`config.mk`:
```
export PLATFORM = sky130hd
export DESIGN_NAME = smx_ctrl
export DESIGN_NICKNAME = d
export VERILOG_FILES = /design/src/rtl/core/smx_pkg.sv /design/src/rtl/core/smx_ctrl.sv
export SDC_FILE = /design/constraint.sdc
export NUM_CORES = 1
export LEC_CHECK = 0
export BUFFER_PORTS_ARGS = -buffer_cell sky130_fd_sc_hd__buf_2
export CAP_MARGIN = 40
export CELL_PAD_IN_SITES_DETAIL_PLACEMENT = 1
export CELL_PAD_IN_SITES_GLOBAL_PLACEMENT = 1
export CORE_MARGIN = 10
export CORE_UTILIZATION = 38
export DETAILED_ROUTE_END_ITERATION = 10
export PLACE_DENSITY = 0.86
export SKIP_LAST_GASP = 1
export SYNTH_ARGS = -nofsm -noshare
export SYNTH_HDL_FRONTEND = slang
export SYNTH_SLANG_ARGS = --single-unit
```
`constraint.sdc`:
```
create_clock -name clk -period 4.66 [get_ports clk]
set_input_delay 0.932 -clock clk [delete_from_list [all_inputs] [get_ports clk]]
set_output_delay 0.932 -clock clk [all_outputs]
set_load 0.01 [all_outputs]
```
`src/rtl/core/smx_pkg.sv`:
```
package smx_pkg;

    localparam int unsigned VectorMaxDefault = 64;
    localparam int unsigned ScoreW = 16;
    localparam int unsigned ProbW = 17;
    localparam int unsigned SumW = 23;
    localparam logic [16:0] Log2eQ16 = 17'd94548;
    localparam logic [15:0] ExpCutoff = 16'd4096;
    localparam logic signed [ScoreW-1:0] ScoreMin = 16'sh8000;
    localparam int unsigned DivSteps = 33;

    typedef struct packed {
        logic load;
        logic exp_rd;
        logic exp_mul;
        logic exp_int;
        logic exp_acc;
        logic div_step;
        logic norm_rd;
        logic norm_mul;
        logic out_valid;
        logic out_pop;
    } smx_cmd_t;

    typedef struct packed {
        logic in_fire;
        logic load_close;
        logic idx_last;
        logic div_last;
        logic out_fire;
    } smx_stat_t;

    // 2^(-j/16) in Q1.16, j = 0..16
    function automatic logic [16:0] pow2_frac(input logic [4:0] j);
        logic [16:0] v;
        case (j)
            5'd0:  v = 17'd65536;
            5'd1:  v = 17'd62757;
            5'd2:  v = 17'd60097;
            5'd3:  v = 17'd57549;
            5'd4:  v = 17'd55109;
            5'd5:  v = 17'd52773;
            5'd6:  v = 17'd50535;
            5'd7:  v = 17'd48393;
            5'd8:  v = 17'd46341;
            5'd9:  v = 17'd44376;
            5'd10: v = 17'd42495;
            5'd11: v = 17'd40693;
            5'd12: v = 17'd38968;
            5'd13: v = 17'd37316;
            5'd14: v = 17'd35734;
            5'd15: v = 17'd34219;
            default: v = 17'd32768;
        endcase
        return v;
    endfunction

endpackage

```
`src/rtl/core/smx_ctrl.sv`:
```
module smx_ctrl
    import smx_pkg::*;
(
    input  logic      clk,
    input  logic      rst_n,
    input  smx_stat_t stat,
    output logic      in_ready,
    output smx_cmd_t  cmd
);

    typedef enum logic [8:0] {
        S_LOAD     = 9'b000000001,
        S_EXP_RD   = 9'b000000010,
        S_EXP_MUL  = 9'b000000100,
        S_EXP_INT  = 9'b000001000,
        S_EXP_ACC  = 9'b000010000,
        S_DIV      = 9'b000100000,
        S_NORM_RD  = 9'b001000000,
        S_NORM_MUL = 9'b010000000,
        S_NORM_OUT = 9'b100000000
    } smx_state_t;

    smx_state_t state_reg, state_next;

    always_ff @(posedge clk or negedge rst_n)
    begin
        if (!rst_n)
        begin
            state_reg <= S_LOAD;
        end
        else
        begin
            state_reg <= state_next;
        end
    end

    always_comb
    begin
        state_next = state_reg;
        cmd = '0;
        in_ready = 1'b0;
        unique case (state_reg)
            S_LOAD:
            begin
                in_ready = 1'b1;
                cmd.load = stat.in_fire;
                if (stat.in_fire && stat.load_close)
                begin
                    state_next = S_EXP_RD;
                end
            end
            S_EXP_RD:
            begin
                cmd.exp_rd = 1'b1;
                state_next = S_EXP_MUL;
            end
            S_EXP_MUL:
            begin
                cmd.exp_mul = 1'b1;
                state_next = S_EXP_INT;
            end
            S_EXP_INT:
            begin
                cmd.exp_int = 1'b1;
                state_next = S_EXP_ACC;
            end
            S_EXP_ACC:
            begin
                cmd.exp_acc = 1'b1;
                state_next = stat.idx_last ? S_DIV : S_EXP_RD;
            end
            S_DIV:
            begin
                cmd.div_step = 1'b1;
                if (stat.div_last)
                begin
                    state_next = S_NORM_RD;
                end
            end
            S_NORM_RD:
            begin
                cmd.norm_rd = 1'b1;
                state_next = S_NORM_MUL;
            end
            S_NORM_MUL:
            begin
                cmd.norm_mul = 1'b1;
                state_next = S_NORM_OUT;
            end
            S_NORM_OUT:
            begin
                cmd.out_valid = 1'b1;
                cmd.out_pop = stat.out_fire;
                if (stat.out_fire)
                begin
                    state_next = stat.idx_last ? S_LOAD : S_NORM_RD;
                end
            end
            default:
            begin
                state_next = S_LOAD;
            end
        endcase
    end

endmodule

```
Word level (Yosys, flattened, before mapping)
Cells that the tools add are included.
Widths: inputs -> output; s select.
{"block": "totals", "ff_bits": 9, "inputBits": 7, "word_cells": 31}
{"block": "op_classes", "eq_ne": 12, "n_mux": 16, "n_reduce_logical": 2}
{"cell": "$pmux 9 s9", "n": 1}
{"cell": "$mux 9", "n": 3}
{"cell": "$eq 9x1->1 const B", "n": 1}
{"cell": "$eq 9x2->1 const B", "n": 1}
{"cell": "$eq 9x3->1 const B", "n": 1}
{"cell": "$eq 9x4->1 const B", "n": 1}
{"cell": "$eq 9x5->1 const B", "n": 1}
{"cell": "$eq 9x6->1 const B", "n": 1}
{"cell": "$eq 9x7->1 const B", "n": 1}
{"cell": "$eq 9x8->1 const B", "n": 1}
{"cell": "$eq 9x9->1 const B", "n": 1}
{"cell": "$mux 1", "n": 9}
{"cell": "$mux 7", "n": 1}
{"cell": "$mux 6", "n": 1}
{"cell": "$ne 2x2->1 const B", "n": 3}
{"cell": "$reduce_and 3->1", "n": 1}
{"cell": "$mux 2", "n": 1}
{"cell": "$logic_and 1x1->1", "n": 1}

Logic depth before layout (Yosys ltp)
Gate-level depths: netlist of the first run.
{"block": "logic_depth", "depth_word": 3, "ltp_mapped": 6, "ltp_nobuf": 5}

Least setup slack after synthesis of the first run
No wires, ideal clock.
{"block": "synth_timing", "path_type": "register to output", "startpoint": "register state_reg[7]", "endpoint": "output cmd[9] in the netlist's numbering", "arrival_time_ns": 1.519, "required_time_ns": 3.728, "path_slack_ns": 2.209, "path_stages_with_launch": 6, "path_cell_list": "dfrtp_1 buf_2 nor4_4 nand2_4 nor4b_4 and2_2"}
{"element": "start: declaration", "line": "smx_ctrl.sv:23", "text": "smx_state_t state_reg, state_next;"}
{"element": "start signal: assignment", "line": "smx_ctrl.sv:33", "text": "state_reg <= state_next;"}
{"element": "end: declaration", "line": "smx_ctrl.sv:8", "text": "output smx_cmd_t cmd"}

==> flow_summary_export.csv, run 1 <==
group,metric,value,unit
worst_setup_path,path_cells,"nor3_4 -> nand3b_1 -> nor4b_1 -> buf_2",
worst_setup_path,path_buf_inv,1,
yosys,synth_cell_type_count,30,
global_routing,grt_max_degree,10,
yosys,synth_edf_count,0,
worst_setup_path,reg2reg_slack,2.96,ns
worst_setup_path,critPathRequiredTime,3.73,ns
yosys,synthesis.area,592,um2
worst_setup_path,critPathArrivalTime,1.98,ns
worst_setup_path,path_delay_family,"simple AND/OR/NAND/NOR gates",
floorplan,dieWidth,59.5,um
clock_tree,numCtsBuffers,3,
global_routing,grt_pass1_wl,2.50,mm
worst_setup_path,startpoint_type,"register",
global_routing,antenna_found_initial,0,
power,power_leakage,0.000369,uW
cells_and_area,num-nets-final,88,
cells_and_area,final_area,708,um2
cells_and_area,diodes,0,
yosys,seq_area_frac_synth,38.3,%
route,firstDrtPassIters,4,
power,total_power,330,uW
yosys,synthTopCellsByArea,"dfrtp_1, nor4b_1, dfstp_2",
clock_tree,htreeDepth,1,
worst_setup_path,crit_path_max_incr_delay,0.50,ns
clock_tree,clk-insertion-delay-late,0.26,ns
sta,setup_viol,0,
yosys,yosys_warnings,0,
cells_and_area,multi_input_area,332,um2
sta,worst_pin_slew,0.447,ns
yosys,synth-seq-cells,9,
clock_tree,holdBufCountCts,0,
clock_tree,cts_setup_buffers,0,
cells_and_area,area_delta_synth_final,19.7,%
floorplan,die_y,59.5,um
power,irDropWorstVdd,240,uV
worst_setup_path,worstPathMaxFanout,8,
placed_design,post-dp-hpwl,1.25,mm
placed_design,dpl-instance-area,682,um2
floorplan,rows,14,
clock_tree,post_cts_resized,0,
route,vias,549,
worst_setup_path,end_kind,"output pin",
cells_and_area,largest_reg_flops,9,
route,wl_per_cell,16.3,um
sta,slew_headroom,69.8,%
worst_setup_path,r2r-end,"state_reg[8]",
global_routing,grt_remaining_overflow,0,
yosys,yosysTopAreaCell,"dfrtp_1",
sta,min_period,2.91,ns
route,via_per_inst,5.72,
sta,skew,0.000401,ns
outcome,outcome,"finished clean",
route,ant_nets,0,
yosys,async_reset_ff_share,100,%
cells_and_area,fillerInstances,182,
yosys,synth_ff_type,"dfrtp_1",
global_routing,grt_pass1_vias,564,
cells_and_area,drive_gt1_share,37.5,%
sta,period_share,62.4,%
floorplan,fp.coreArea,1490,um2
yosys,syn_inst,62,
clock_tree,clk_pin_slew,0.06,ns
clock_tree,cts_tree,"done",
clock_tree,cts_sinks,9,
worst_setup_path,rr_worst_depth,4,
sta,rsz0062_at_grt,"false",
sta,slew_viol_final,0,
job,max_cap_violations,0,
cells_and_area,seq_area,226,um2
sta,fmax,344,MHz
floorplan,die-area,3540,um2
floorplan,ios,18,
power,powerDensity,466,nW/um2
cells_and_area,final_core_util,47.6,%
worst_setup_path,rr_startpoint,"state_reg[2]",
route,wirelength,1.56,mm
floorplan,start_util,39.7,%
worst_setup_path,cpMaxStageDelayCell,"dfrtp_1",
yosys,postSynthAreaPerCell,9.55,um2
route,drc,0,
placed_design,gp_congestion,0.740,
worst_setup_path,criticalPathCategory,"reg -> out",
min_path,hold_class,"in -> async",
sta,hold_viol,0,
placed_design,port_buffers,17,
yosys,synth_top_area_share,33.8,%
global_routing,track_usage,8.94,%
route,drt_iter0_drc,17,
sta,final.setup.tns,0,ns
clock_tree,cts_max_path_buffers,2,
yosys,syn_nets,69,
clock_tree,clockRootBuffer,"clkbuf_4",
## synth_stat cells, types with 2 or more instances
cell	count
inv_1	5
buf_2	2
nor2_1	4
nand2_1	6
a21oi_1	2
nor4b_1	7
dfrtp_1	8
o21ai_0	4
and3_2	2
nor2b_1	2
## layout make-up
class / instances / area share [%]
multi-input combinational: 45 / 46.8
inverter: 5 / 2.65
timing repair buffer: 17 / 12.0
clock buffer: 4 / 3.71
tap: 16 / 2.83
sequential: 9 / 32.0
## through the flow
stage | hold WS (ns) | worst slack (ns) | std cells
after detailed placement | 0.631 | 2.03 | 92
after CTS | 0.522 | 1.73 | 96
final | 0.517 | 1.75 | 96
after floorplan | 0.561 | 2.21 | 62
after global routing | 0.518 | 1.63 | 96
after global placement | 0.595 | 2.08 | 92
## power by group
group          total (uW)  switching (uW)  internal [uW]
registers             128            33.1           94.6
logic                 141            71.6           69.3
clock network        61.0            28.0           33.0
total                 330             133            197
## worst max-delay path by stage
stage / slack [ns] / from / cells past startpoint / endpoint
floorplan: 2.21 / state_reg[7] / 5 / cmd[9]
global placement: 2.08 / state_reg[4] / 5 / cmd[9]
detailed placement: 2.03 / state_reg[2] / 4 / cmd[2]
CTS: 1.73 / state_reg[2] / 4 / cmd[2]
global route: 1.63 / state_reg[4] / 5 / cmd[9]
finish: 1.75 / state_reg[2] / 4 / cmd[2]
## cell usage in the layout, fill, tap and decap left out, drive strengths merged, types with 4 or more instances in the layout
cell    Yosys  final
clkbuf      1      4
nor4b       8      8
buf         2     17
nor2        4      4
nand2       8      8
o21ai       4      4
dfrtp       8      8
inv         5      5
## per-layer routing
metal / wire (um) / part of all wire [%] / track usage, % / vias to the layer above
met5: 0 / 0 / 0 / -
met4: 30 / 1.9 / 4.92 / 0
met3: 91 / 5.8 / 3.00 / 2
met2: 744 / 48 / 14.4 / 24
met1: 697 / 45 / 10.0 / 262
li1: - / - / - / 261
## kinds of logic (layout without fill, tap and decap cells)
kind of cell              Yosys count  in the layout  synth area share (%)
xor gates and xnor gates            2              2                  2.96
buffers and inverters               8             26                  5.71
and+or+nand+nor                    31             31                  40.0
AOI/OAI and AO/OA                  12             12                  13.1
DFF                                 9              9                  38.3
Power figures use the tool's default switching activity.
==> run 2: changes to the inputs <==
- CORE_ASPECT_RATIO: unset -> 1.4
- CORE_UTILIZATION: 38 -> 32
- PLACE_DENSITY: 0.86 -> 0.78
- clock period: 4.66 -> 2.6 ns (I/O delays scaled with it)
==> flow_summary_export.csv, run 2 (synthesis results as in run 1) <==
group,metric,value,unit
worst_setup_path,critPathArrivalTime,1.95,ns
route,drt_iter0_drc,7,
worst_setup_path,rr_startpoint,"state_reg[4]",
clock_tree,holdBufCountCts,0,
cells_and_area,diodes,0,
placed_design,port_buffers,17,
cells_and_area,mostFrequentLayoutCell,"buf_2",
floorplan,start_util,33.7,%
clock_tree,cts_tree,"done",
clock_tree,htreeDepth,1,
worst_setup_path,startpoint_type,"register",
global_routing,grt_pass1_vias,604,
clock_tree,post_cts_resized,0,
sta,period_share,95.0,%
placed_design,dp_cells,97,
power,power_leakage,0.000392,uW
cells_and_area,num-nets-final,93,
floorplan,dieWidth,56.3,um
route,firstDrtPassIters,4,
cells_and_area,multi_input_area,332,um2
job,max_cap_violations,0,
placed_design,place_ws,0.395,ns
cells_and_area,largest_reg_flops,9,
power,switchingPower,247,uW
worst_setup_path,worstPathMaxFanout,7,
floorplan,fp.coreArea,1760,um2
route,vias,573,
route,ant_nets,0,
outcome,outcome,"finished clean",
clock_tree,cts_setup_buffers,0,
power,internal_power,383,uW
sta,hold_viol,0,
global_routing,antenna_found_initial,0,
route,wl_per_cell,16.3,um
floorplan,ios,18,
sta,skew,0.00575,ns
power,powerDensity,840,nW/um2
sta,fmax,405,MHz
worst_setup_path,critPathRequiredTime,2.08,ns
floorplan,rows,18,
sta,slew_headroom,74.6,%
floorplan,die-area,3990,um2
global_routing,grt_max_degree,10,
sta,worst_pin_slew,0.376,ns
sta,min_period,2.47,ns
worst_setup_path,criticalPathCategory,"reg -> out",
clock_tree,clk-insertion-delay-late,0.26,ns
route,drc,0,
clock_tree,numCtsBuffers,3,
route,via_per_inst,5.46,
placed_design,post-dp-hpwl,1.35,mm
power,pwr-share-comb,46.1,%
sta,setup_viol,0,
clock_tree,cts_max_path_buffers,2,
cells_and_area,layoutNonFillerInstCount,105,
sta,worst_slack,0.130,ns
worst_setup_path,startpoint,"state_reg[4]",
global_routing,grt_pass1_wl,2.76,mm
global_routing,track_usage,8.34,%
sta,slew_viol_final,0,
cells_and_area,most-common-layout-cells,"buf_2, dfrtp_1, nor4b_1",
power,irDropWorstVdd,474,uV
worst_setup_path,end_kind,"output pin",
clock_tree,cts_sinks,9,
floorplan,die_y,70.9,um
power,pwr-share-seq,36.4,%
placed_design,gp_congestion,0.789,
cells_and_area,fillerInstances,217,
route,wirelength,1.72,mm
cells_and_area,area_delta_synth_final,26.8,%
min_path,hold_class,"in -> async",
power,power_switching_share,39.2,%
cells_and_area,seq_area,226,um2
clock_tree,clockRootBuffer,"clkbuf_4",
clock_tree,clk_pin_slew,0.07,ns
cells_and_area,drive_gt1_share,41.2,%
global_routing,grt_remaining_overflow,0,
power,p_clk_share,17.4,%
-- run 2: changes by cell type in the layout (fill, tap and decap cells not counted), sizes merged --
| cell | change |
|---|---|
| buf | +5 |
-- run 2: cell type report --
class	instances	area share [%]
Inverter	5	2.50
Tap cell	20	3.33
Timing Repair Buffer	22	16.3
Sequential cell	9	30.2
Multi-Input combinational cell	45	44.2
Clock buffer	4	3.50
-- run 2: critical path, cell delays in order, from the launching register on --
cell     delay, ns
dfrtp_1       0.48
nor4_4        0.42
nand2_4       0.12
nor4b_4       0.35
and2_2        0.19
buf_2         0.12
-- run 2: per-stage QoR --
stage / total power [uW] / hold WS, ns / TNS, ns / util (%) / area, um2
finish: 631 / 0.103 / 0 / 42.7 / 751
global route: 683 / 0.107 / -0.00519 / 42.7 / 751
CTS: 600 / 0.110 / 0 / 41.0 / 721
global placement: 477 / 0.388 / 0 / 39.5 / 694
detailed placement: 487 / 0.394 / 0 / 39.5 / 694
floorplan: 415 / 0.224 / 0 / - / 592
-- run 2: worst paths after layout --
path                            cells after the start      endpoint  slack [ns]
worst max-delay path                                5        cmd[9]        0.13
worst min-delay path                                1  state_reg[4]        0.10
worst max register to register                      7  state_reg[0]        0.71
worst min register to register                      2  state_reg[4]        0.66
max in group asynchronous                           1  state_reg[0]        2.24
min in group clk                                    2  state_reg[5]        0.48
-- run 2: per-layer routing --
metal / up-vias / track usage [%] / part of all wire [%]
met5: - / 0 / 0
li1: 268 / - / -
met3: 2 / 3.57 / 5.2
met1: 287 / 8.41 / 39
met2: 16 / 14.5 / 55
met4: 0 / 3.75 / 0.93
-- run 2: power by group through the flow --
stage          sequential [uW]  clock [uW]  combinational [uW]
5_1_grt                    235         122                 326
6_report                   230         110                 291
2_1_floorplan              187           0                 228
4_1_cts                    229         115                 256
3_5_place_dp               231           0                 255
3_3_place_gp               227           0                 250
