### src/rtl/core/smx_pkg.sv
package smx_pkg;

    localparam int unsigned VectorMaxDefault = 64;
    localparam int unsigned ScoreW = 16;
    localparam int unsigned ProbW = 17;
    localparam int unsigned SumW = 23;
    localparam logic [16:0] Log2eQ16 = 17'd94548;
    localparam logic [15:0] ExpCutoff = 16'd4096;
    localparam logic signed [ScoreW-1:0] ScoreMin = 16'sh8000;
    localparam int unsigned DivSteps = 33;

    typedef struct packed {
        logic load;
        logic exp_rd;
        logic exp_mul;
        logic exp_int;
        logic exp_acc;
        logic div_step;
        logic norm_rd;
        logic norm_mul;
        logic out_valid;
        logic out_pop;
    } smx_cmd_t;

    typedef struct packed {
        logic in_fire;
        logic load_close;
        logic idx_last;
        logic div_last;
        logic out_fire;
    } smx_stat_t;

    // 2^(-j/16) in Q1.16, j = 0..16
    function automatic logic [16:0] pow2_frac(input logic [4:0] j);
        logic [16:0] v;
        case (j)
            5'd0:  v = 17'd65536;
            5'd1:  v = 17'd62757;
            5'd2:  v = 17'd60097;
            5'd3:  v = 17'd57549;
            5'd4:  v = 17'd55109;
            5'd5:  v = 17'd52773;
            5'd6:  v = 17'd50535;
            5'd7:  v = 17'd48393;
            5'd8:  v = 17'd46341;
            5'd9:  v = 17'd44376;
            5'd10: v = 17'd42495;
            5'd11: v = 17'd40693;
            5'd12: v = 17'd38968;
            5'd13: v = 17'd37316;
            5'd14: v = 17'd35734;
            5'd15: v = 17'd34219;
            default: v = 17'd32768;
        endcase
        return v;
    endfunction

endpackage

### src/rtl/core/smx_dp.sv
module smx_dp
    import smx_pkg::*;
#(
    parameter int unsigned VECTOR_MAX = VectorMaxDefault
)
(
    input  logic                     clk,
    input  logic                     rst_n,
    input  smx_cmd_t                 cmd,
    input  logic signed [ScoreW-1:0] score,
    input  logic                     last_score,
    output logic                     load_close,
    output logic                     idx_last,
    output logic                     div_last,
    output logic [ProbW-1:0]         probability,
    output logic                     last_probability
);

    localparam int unsigned CntW = $clog2(VECTOR_MAX + 1);
    localparam int unsigned IdxW = (VECTOR_MAX > 1) ? $clog2(VECTOR_MAX) : 1;
    localparam int unsigned DcntW = $clog2(DivSteps + 1);

    logic signed [ScoreW-1:0] score_mem [VECTOR_MAX];
    logic [ProbW-1:0]         exp_mem [VECTOR_MAX];

    logic [CntW-1:0]          count_reg;
    logic signed [ScoreW-1:0] max_reg;
    logic [IdxW-1:0]          idx_reg;
    logic [SumW-1:0]          sum_reg;
    logic signed [ScoreW-1:0] srd_reg;
    logic [17:0]              y_reg;
    logic                     cut_reg;
    logic [ProbW-1:0]         e_reg;
    logic [SumW:0]            rem_reg;
    logic [ProbW-1:0]         q_reg;
    logic [DcntW-1:0]         dcnt_reg;
    logic [ProbW-1:0]         erd_reg;
    logic [ProbW-1:0]         p_reg;

    logic [16:0] diff_s;
    logic [15:0] t;
    logic [33:0] y_full;
    logic [9:0]  k;
    logic [3:0]  j;
    logic [3:0]  r;
    logic [16:0] t_lo;
    logic [16:0] t_hi;
    logic [15:0] interp;
    logic [16:0] m;
    logic [ProbW-1:0] e_next;
    logic [SumW:0] rem_sh;
    logic          ge;
    logic [ProbW-1:0] inv;
    logic [33:0] p_full;

    assign load_close = last_score || (count_reg == CntW'(VECTOR_MAX - 1));
    assign idx_last = (idx_reg == IdxW'(count_reg - 1'b1));
    assign div_last = (dcnt_reg == DcntW'(1));
    assign probability = p_reg;
    assign last_probability = idx_last;

    // exponential: t*log2(e) in Q8.8, then table interpolation and shift
    always_comb
    begin
        diff_s = 17'(max_reg) - 17'(srd_reg);
        t = diff_s[15:0];
        y_full = 34'(t) * 34'(Log2eQ16) + 34'd32768;
        k = y_reg[17:8];
        j = y_reg[7:4];
        r = y_reg[3:0];
        t_lo = pow2_frac({1'b0, j});
        t_hi = pow2_frac(5'({1'b0, j}) + 5'd1);
        interp = 16'((16'(t_lo - t_hi) * 16'(r) + 16'd8) >> 4);
        m = t_lo - 17'(interp);
        if (cut_reg || (k >= 10'd31))
        begin
            e_next = '0;
        end
        else
        begin
            e_next = m >> k;
        end
    end

    // restoring divide of 2^32 by the sum, one quotient bit per step
    always_comb
    begin
        rem_sh = {rem_reg[SumW-1:0], (dcnt_reg == DcntW'(DivSteps))};
        ge = (rem_sh >= {1'b0, sum_reg});
        inv = (sum_reg == '0) ? '0 : q_reg;
        p_full = 34'(erd_reg) * 34'(inv) + 34'd32768;
    end

    always_ff @(posedge clk)
    begin
        if (cmd.load)
        begin
            score_mem[count_reg[IdxW-1:0]] <= score;
        end
        if (cmd.exp_acc)
        begin
            exp_mem[idx_reg] <= e_reg;
        end
        if (cmd.exp_rd)
        begin
            srd_reg <= score_mem[idx_reg];
        end
        if (cmd.norm_rd)
        begin
            erd_reg <= exp_mem[idx_reg];
        end
        if (cmd.exp_mul)
        begin
            y_reg <= y_full[33:16];
            cut_reg <= (t > ExpCutoff);
        end
        if (cmd.exp_int)
        begin
            e_reg <= e_next;
        end
        if (cmd.norm_mul)
        begin
            p_reg <= p_full[32:16];
        end
    end

    always_ff @(posedge clk or negedge rst_n)
    begin
        if (!rst_n)
        begin
            count_reg <= '0;
            max_reg <= ScoreMin;
            idx_reg <= '0;
            sum_reg <= '0;
            rem_reg <= '0;
            q_reg <= '0;
            dcnt_reg <= '0;
        end
        else
        begin
            if (cmd.load)
            begin
                count_reg <= count_reg + 1'b1;
                if (score > max_reg)
                begin
                    max_reg <= score;
                end
            end
            if (cmd.exp_acc)
            begin
                sum_reg <= sum_reg + SumW'(e_reg);
                if (idx_last)
                begin
                    idx_reg <= '0;
                    rem_reg <= '0;
                    q_reg <= '0;
                    dcnt_reg <= DcntW'(DivSteps);
                end
                else
                begin
                    idx_reg <= idx_reg + 1'b1;
                end
            end
            if (cmd.div_step)
            begin
                rem_reg <= ge ? (rem_sh - {1'b0, sum_reg}) : rem_sh;
                q_reg <= {q_reg[ProbW-2:0], ge};
                dcnt_reg <= dcnt_reg - 1'b1;
            end
            if (cmd.out_pop)
            begin
                if (idx_last)
                begin
                    idx_reg <= '0;
                    count_reg <= '0;
                    max_reg <= ScoreMin;
                    sum_reg <= '0;
                end
                else
                begin
                    idx_reg <= idx_reg + 1'b1;
                end
            end
        end
    end

endmodule

### config.mk
export PLATFORM = sky130hd
export DESIGN_NAME = smx_dp
export DESIGN_NICKNAME = d
export VERILOG_FILES = /design/src/rtl/core/smx_pkg.sv /design/src/rtl/core/smx_dp.sv
export SDC_FILE = /design/constraint.sdc
export NUM_CORES = 2
export LEC_CHECK = 0
export BUFFER_PORTS_ARGS = -buffer_cell sky130_fd_sc_hd__buf_2
export CAP_MARGIN = 20
export CORE_ASPECT_RATIO = 0.7
export CORE_UTILIZATION = 47
export CTS_BUF_LIST = sky130_fd_sc_hd__clkbuf_16
export CTS_CLUSTER_SIZE = 24
export DETAILED_ROUTE_END_ITERATION = 12
export PLACE_DENSITY = 0.61
export RECOVER_POWER = 100
export SKIP_CTS_REPAIR_TIMING = 1
export SLEW_MARGIN = 30
export SYNTH_ARGS = -nofsm -noshare
export SYNTH_HDL_FRONTEND = slang
export SYNTH_SLANG_ARGS = --single-unit
### constraint.sdc
create_clock -name clk -period 19.45 [get_ports clk]
set_input_delay 1.945 -clock clk [delete_from_list [all_inputs] [get_ports clk]]
set_output_delay 1.945 -clock clk [all_outputs]
set_load 0.05 [all_outputs]
# --- Word level (Yosys, flattened, before mapping) ---
# Memory sizes are Yosys's and may differ from the RTL's. A register that Yosys moved wholly into a read port is not among the register bits.
# Cells that the tools add are included.
# W data, S select, Z words.
word_totals:
  regBits: 151
  ram_bits: 2112
  rom_bits: 544
  in_bits: 29
  out_inout_bits: 21
  elab_cells: 77
  mem_count: 4
memory_table:
  columns: ["name", "words", "width", "read_ports", "rd_ports_with_merged_regs", "wr", "line_no", "text"]
  rows:
  - ["exp_mem", 64, 17, 1, 1, 1, "smx_dp.sv:24", "logic [ProbW-1:0] exp_mem [VECTOR_MAX];"]
  - ["score_mem", 64, 16, 1, 1, 1, "smx_dp.sv:23", "logic signed [ScoreW-1:0] score_mem [VECTOR_MAX];"]
  - ["(name not given)", 16, 17, 1, 1, 0, "smx_pkg.sv:36", "case (j)"]
  - ["(name not given)", 16, 17, 1, 0, 0, "smx_pkg.sv:36", null]
classes:
  add_sub_neg: 13
  mul: 3
  magnitude_cmp: 4
  eq_ne: 4
  n_shift: 1
  mux: 30
  reduce_logical: 7
ops:
  columns: ["cell", "n"]
  rows:
  - ["$mux W23", 7]
  - ["$mux W16", 5]
  - ["$mux W17", 4]
  - ["$mux W6", 6]
  - ["$add A33 B16 Y34 const B", 1]
  - ["$add A33 B16 Y33 const B", 1]
  - ["$mul A17 B17 Y33", 1]
  - ["$sub A16 B16 Y16", 2]
  - ["$mul A16 B15 Y31 const B", 1]
  - ["$ge A24 B23 Y1", 1]
  - ["$add A23 B17 Y23", 1]
  - ["$logic_not A23 Y1", 1]
  - ["$sub A23 B23 Y23", 1]
  - ["$mux W7", 3]
  - ["$shr A17 B10 Y17", 1]
  - ["$sub A17 B12 Y17", 1]
  - ["$add A16 B4 Y16 const B", 1]
  - ["$gt A16 B13 Y1 const B", 1]
  - ["$gt A16 B16 Y1", 1]
  - ["$mul A16 B4 Y16", 1]
  - ["$sub A6 B1 Y6 const B", 2]
  - ["$ge A10 B5 Y1 const B", 1]
  - ["$add A7 B1 Y7 const B", 1]
  - ["$eq A7 B6 Y1 const B", 1]
  - ["other kinds (10)", 16]

# --- Logic depth before layout (Yosys ltp) ---
# An unclocked memory read counts as a cell.
logic_depth:
  ltp_word: 8
  ltp_mapped: 38
  mapped_depth_nobuf: 37

# --- Least setup slack after synthesis ---
# Ideal clock, no wire load.
synth_path:
  path_kind: "flip-flop to flip-flop"
  start: "register y_reg[5]"
  end: "register e_reg[1] (data pin)"
  setup_ns: 0.139
  arrival_time_ns: 8.690
  t_required_ns: 19.311
  path_slack_ns: 10.621
  path_stages_with_launch: 36
  n_path_buf: 2
  synth_period_minus_slack_ns: 8.829
  cell_sequence: "edfxtp_1 clkbuf_1 nand3_1 xnor2_1 mux4_2 inv_1 nand2_1 ha_1 nand2_1 o21ai_0 nand3_1 nand2_1 xor2_1 and2_1 fa_1 fa_1 ha_1 ha_1 or2_2 a21oi_1 a21oi_1 nand4_1 nand3_1 o41a_1 xnor3_1 xnor3_1 xnor2_1 ha_1 clkbuf_1 nor2b_1 o2111ai_1 a21boi_0 o311ai_4 mux2_4 mux4_2 nor2_1"
synth_via:
  elab_chain_len: 8
synth_rtl:
  columns: ["item", "line_no", "text"]
  rows:
  - ["from (decl)", "smx_dp.sv:31", "logic [17:0] y_reg;"]
  - ["from (signal assigned)", "smx_dp.sv:114", "y_reg <= y_full[33:16];"]
  - ["$add A4 B1 Y5 (*)", "smx_dp.sv:72", "t_hi = pow2_frac(5'({1'b0, j}) + 5'd1);"]
  - ["$mem_v2 Z16 W17", null, null]
  - ["$mux W16 (*)", "smx_pkg.sv:36", null]
  - ["$sub A16 B16 Y16 (*)", "smx_dp.sv:73", "interp = 16'((16'(t_lo - t_hi) * 16'(r) + 16'd8) >> 4);"]
  - ["$mul A16 B4 Y16 (*)", "smx_dp.sv:73", null]
  - ["$add A16 B4 Y16 (*)", "smx_dp.sv:73", null]
  - ["$sub A17 B12 Y17 (*)", "smx_dp.sv:74", "m = t_lo - 17'(interp);"]
  - ["$shr A17 B10 Y17 (*)", "smx_dp.sv:81", "e_next = m >> k;"]
  - ["to (signal assigned)", "smx_dp.sv:119", "e_reg <= e_next;"]
  - ["to (decl)", "smx_dp.sv:33", "logic [ProbW-1:0] e_reg;"]
# Mark *: on every way between the ends. The rest lies on a longest branch, timed or not.
# A chain may end at the register's enable or synchronous reset.

# --- Worst setup path after layout ---
layout_path:
  start: "register sum_reg[1]"
  end: "register p_reg[16] (netlist: probability[16]) (data pin)"
layout_via:
  elab_chain_len: 4
layout_rtl:
  columns: ["item", "line_no", "text"]
  rows:
  - ["from (decl)", "smx_dp.sv:29", "logic [SumW-1:0] sum_reg;"]
  - ["from (signal assigned)", "smx_dp.sv:151", "sum_reg <= sum_reg + SumW'(e_reg);"]
  - ["$logic_not A23 Y1", "smx_dp.sv:90", "inv = (sum_reg == '0) ? '0 : q_reg;"]
  - ["$mux W17", "smx_dp.sv:90", null]
  - ["$mul A17 B17 Y33", "smx_dp.sv:91", "p_full = 34'(erd_reg) * 34'(inv) + 34'd32768;"]
  - ["$add A33 B16 Y33", "smx_dp.sv:91", null]
  - ["named net p_full[32]", "smx_dp.sv:54", "logic [33:0] p_full;"]
  - ["to (signal assigned)", "smx_dp.sv:123", "p_reg <= p_full[32:16];"]
  - ["to (decl)", "smx_dp.sv:38", "logic [ProbW-1:0] p_reg;"]
# The timed path passes the listed nets, and every way through them passes these cells.

==> reports/qor.txt <==
maximum number of pins on one net before global-route repair: 112
antenna-violating nets left: 0
H-Tree Depth: 4
Post-Syn Area: 105,000 sq um
final setup vio count: 0
Post-Synthesis Cells: 7,205
ports placed on the boundary: 50
starting density of the core: 47.6%
CP endpoint kind: flip-flop
Detailed Routing Iterations Pass 1: 6
final critical-path setup slack: 7.30 ns
post-route setup TNS: 0 ns
remaining routing DRC violations: 0
post-synth top area cell: edfxtp_1
mean routed wirelength per cell: 29.1 microns
flop-to-flop setup slack: 7.30 ns
data arrival at the endpoint of the critical path: 12.76 ns
failing checks: capacitance limit, slew limit
register with the highest flop count: exp_mem
number of sinks driven by the clock tree: 2,313
quantity of I/O buffers inserted on ports: 48
Die H: 398 microns
TritonCTS Buffers: 219
Layout Skew: 0.118 ns
synthesized netlist net count: 7,954
Max Cap Viol: 100
status: finished, violations left
vias in the first global route: 63,000
die width: 568 microns
Largest register FFs: 1,088
violation count after the first detailed-route iteration: 8,774
number of distinct library cell variants in the gate-level netlist after synthesis: 95
source-to-sink clock delay at the later pin of the worst-skew pair: 0.88 ns
final slew viol count: 3,416
number of synthesized flops with an enable pin: 2,198
Tightest Hold Check Type: flip-flop to flip-flop
placer congestion estimate: 0.861
floorplan die area: 226,000 sq um
final critical path time including I/O delays and setup: 12.15 ns
Max Root-Sink Buffers: 4
fraction of post-synthesis cell area in the top cell type by area: 62.7%
most frequently used flop master after synthesis: edfxtp_1
startpoint type of the worst setup path: flip-flop
net total in the final layout: 8,045
Synth async-reset ratio: 4.24%
GRT Resource Usage Total: 26.5%
Avg Cell Area, Syn: 14.6 sq um
data required time at the worst endpoint: 20.06 ns
setup repair after global routing missed its margin: no
cell types occupying the most area after synthesis: edfxtp_1 (63%), fa_1 (6.1%), ha_1 (4.7%)
wire length of the first global-routing pass: 439,000 microns
half-perimeter wire length of the detailed placement result: 189,000 microns
maximum fanout along the worst path: 100
#FFs+latches synth: 2,313
global route total overflow: 0
warning count from the yosys run: 0
Via density: 6.31
Post-Place Worst Slack: 9.02 ns
slew of the pin with the lowest slew margin: 3.90 ns
maximum achievable frequency: 82.3 MHz
share of the yosys chip area belonging to registers: 65.3%
worst setup path category: flip-flop to flip-flop
overall via count from detail_route: 65,500
detailed-route wire length: 303,000 microns
clock transition time at the flip-flop clock pins of the worst setup and hold paths: 0.07 ns
number of rows in the core area: 144
TritonCTS clock tree: built
Final Hold Viols: 0
period utilisation layout: 62.5%
worst-case headroom to the max-slew limit: -160%
area overhead of the layout relative to synthesis: 9.91%
area inside the core boundary: 221,000 sq um
root buf cell: clkbuf_16
antenna violations before repair: 44
share of cells above drive strength 1: 6.38%
[layer usage]
layer  share of wire [%]  GRT usage (%)  up-vias
met4                 1.9           4.89       12
met5               0.026              0        -
met2                  41           37.4     3442
met3                  12           5.56      405
met1                  45           42.3    33500
li1                    -              -    28200
[final timing paths]
path                       cells past startpoint              end        from
max reg2reg                                   27  probability[16]  sum_reg[1]
max                                           27  probability[16]  sum_reg[1]
min reg2reg                                    2         q_reg[0]    q_reg[0]
min                                            2         q_reg[0]    q_reg[0]
max in group asynchronous                      2      dcnt_reg[4]       rst_n
min in group asynchronous                      1         q_reg[3]       rst_n
[Yosys cell counts (all sizes together) (72+ instances only)]
cell type  instances
nor2             269
fa               321
a22o             227
xnor2            104
a221oi           213
nand4             74
a22oi            642
inv              462
ha               399
nand3             95
a31oi            233
clkbuf           318
o21ai            128
a21oi            180
and3             129
nand2            348
and2              72
edfxtp          2198
buf               92
dfrtp             97
[cells by family (layout without fill, tap and decap cells)]
| group | count (synthesis) | in the layout | synth area share, % |
|---|---|---|---|
| buffers and inverters | 873 | 1131 | 3.13 |
| multiplexers | 63 | 63 | 0.682 |
| other | 0 | 8 | 0 |
| flip-flops | 2313 | 2313 | 65.3 |
| XOR/XNOR | 167 | 167 | 1.41 |
| adder cells (fa/ha/maj) | 720 | 720 | 10.8 |
| AO/OA/AOI/OAI | 1857 | 1857 | 13.0 |
| AND/OR/NAND/NOR | 1212 | 1212 | 5.65 |
[critical path, cell delays in order, from the launching register on]
cell       delay (ns)
dfrtp_1          0.51
nor4_1           0.12
nand4_1          0.42
or2_0            1.26
clkbuf_1         2.36
and2_0           1.03
nand2_1          0.21
fa_1             0.58
inv_1            0.05
fa_1             0.47
inv_1            0.05
fa_1             0.49
inv_1            0.05
fa_1             0.55
inv_1            0.06
fa_1             0.47
inv_1            0.05
fa_1             0.45
ha_1             0.33
and3_1           0.20
o211ai_1         0.18
a31oi_1          0.37
o2111ai_1        0.41
a2111o_1         0.54
nand2_1          0.15
a221o_1          0.21
a21oi_1          0.09
xnor2_1          0.13
[cell usage in the layout, fill, tap and decap left out, types with 192 or more instances in the layout]
master,instances
a221oi_1,212
a22o_1,227
a22oi_1,642
a31oi_1,228
clkbuf_1,192
clkbuf_16,222
edfxtp_1,2198
fa_1,321
ha_1,399
inv_1,514
nand2_1,346
nor2_1,252
[layout make-up]
cell class              count  area (sq um)
flip-flops and latches   2313         68800
multi-input cells        4019         33400
clock buffers             222          5560
repair buffers            280          1480
clock inverters           166          1130
diodes                      8          20.0
inverters                 463          1740
well taps                2920          3650
fillers                 18100        106000
[per-stage QoR]
step	cells	area, sq um	hold WS [ns]	util (%)
floorplan	7205	105000	0.477	-
global placement	9992	110000	0.469	49.6
detailed placement	9994	110000	0.473	49.7
CTS	10400	117000	0.489	52.7
global route	10400	116000	0.539	52.3
finish	10400	116000	0.483	52.3
Power is left out: the tool's default activity adds up to more than one toggle a clock period on the data nets, which glitch-free logic cannot reach.
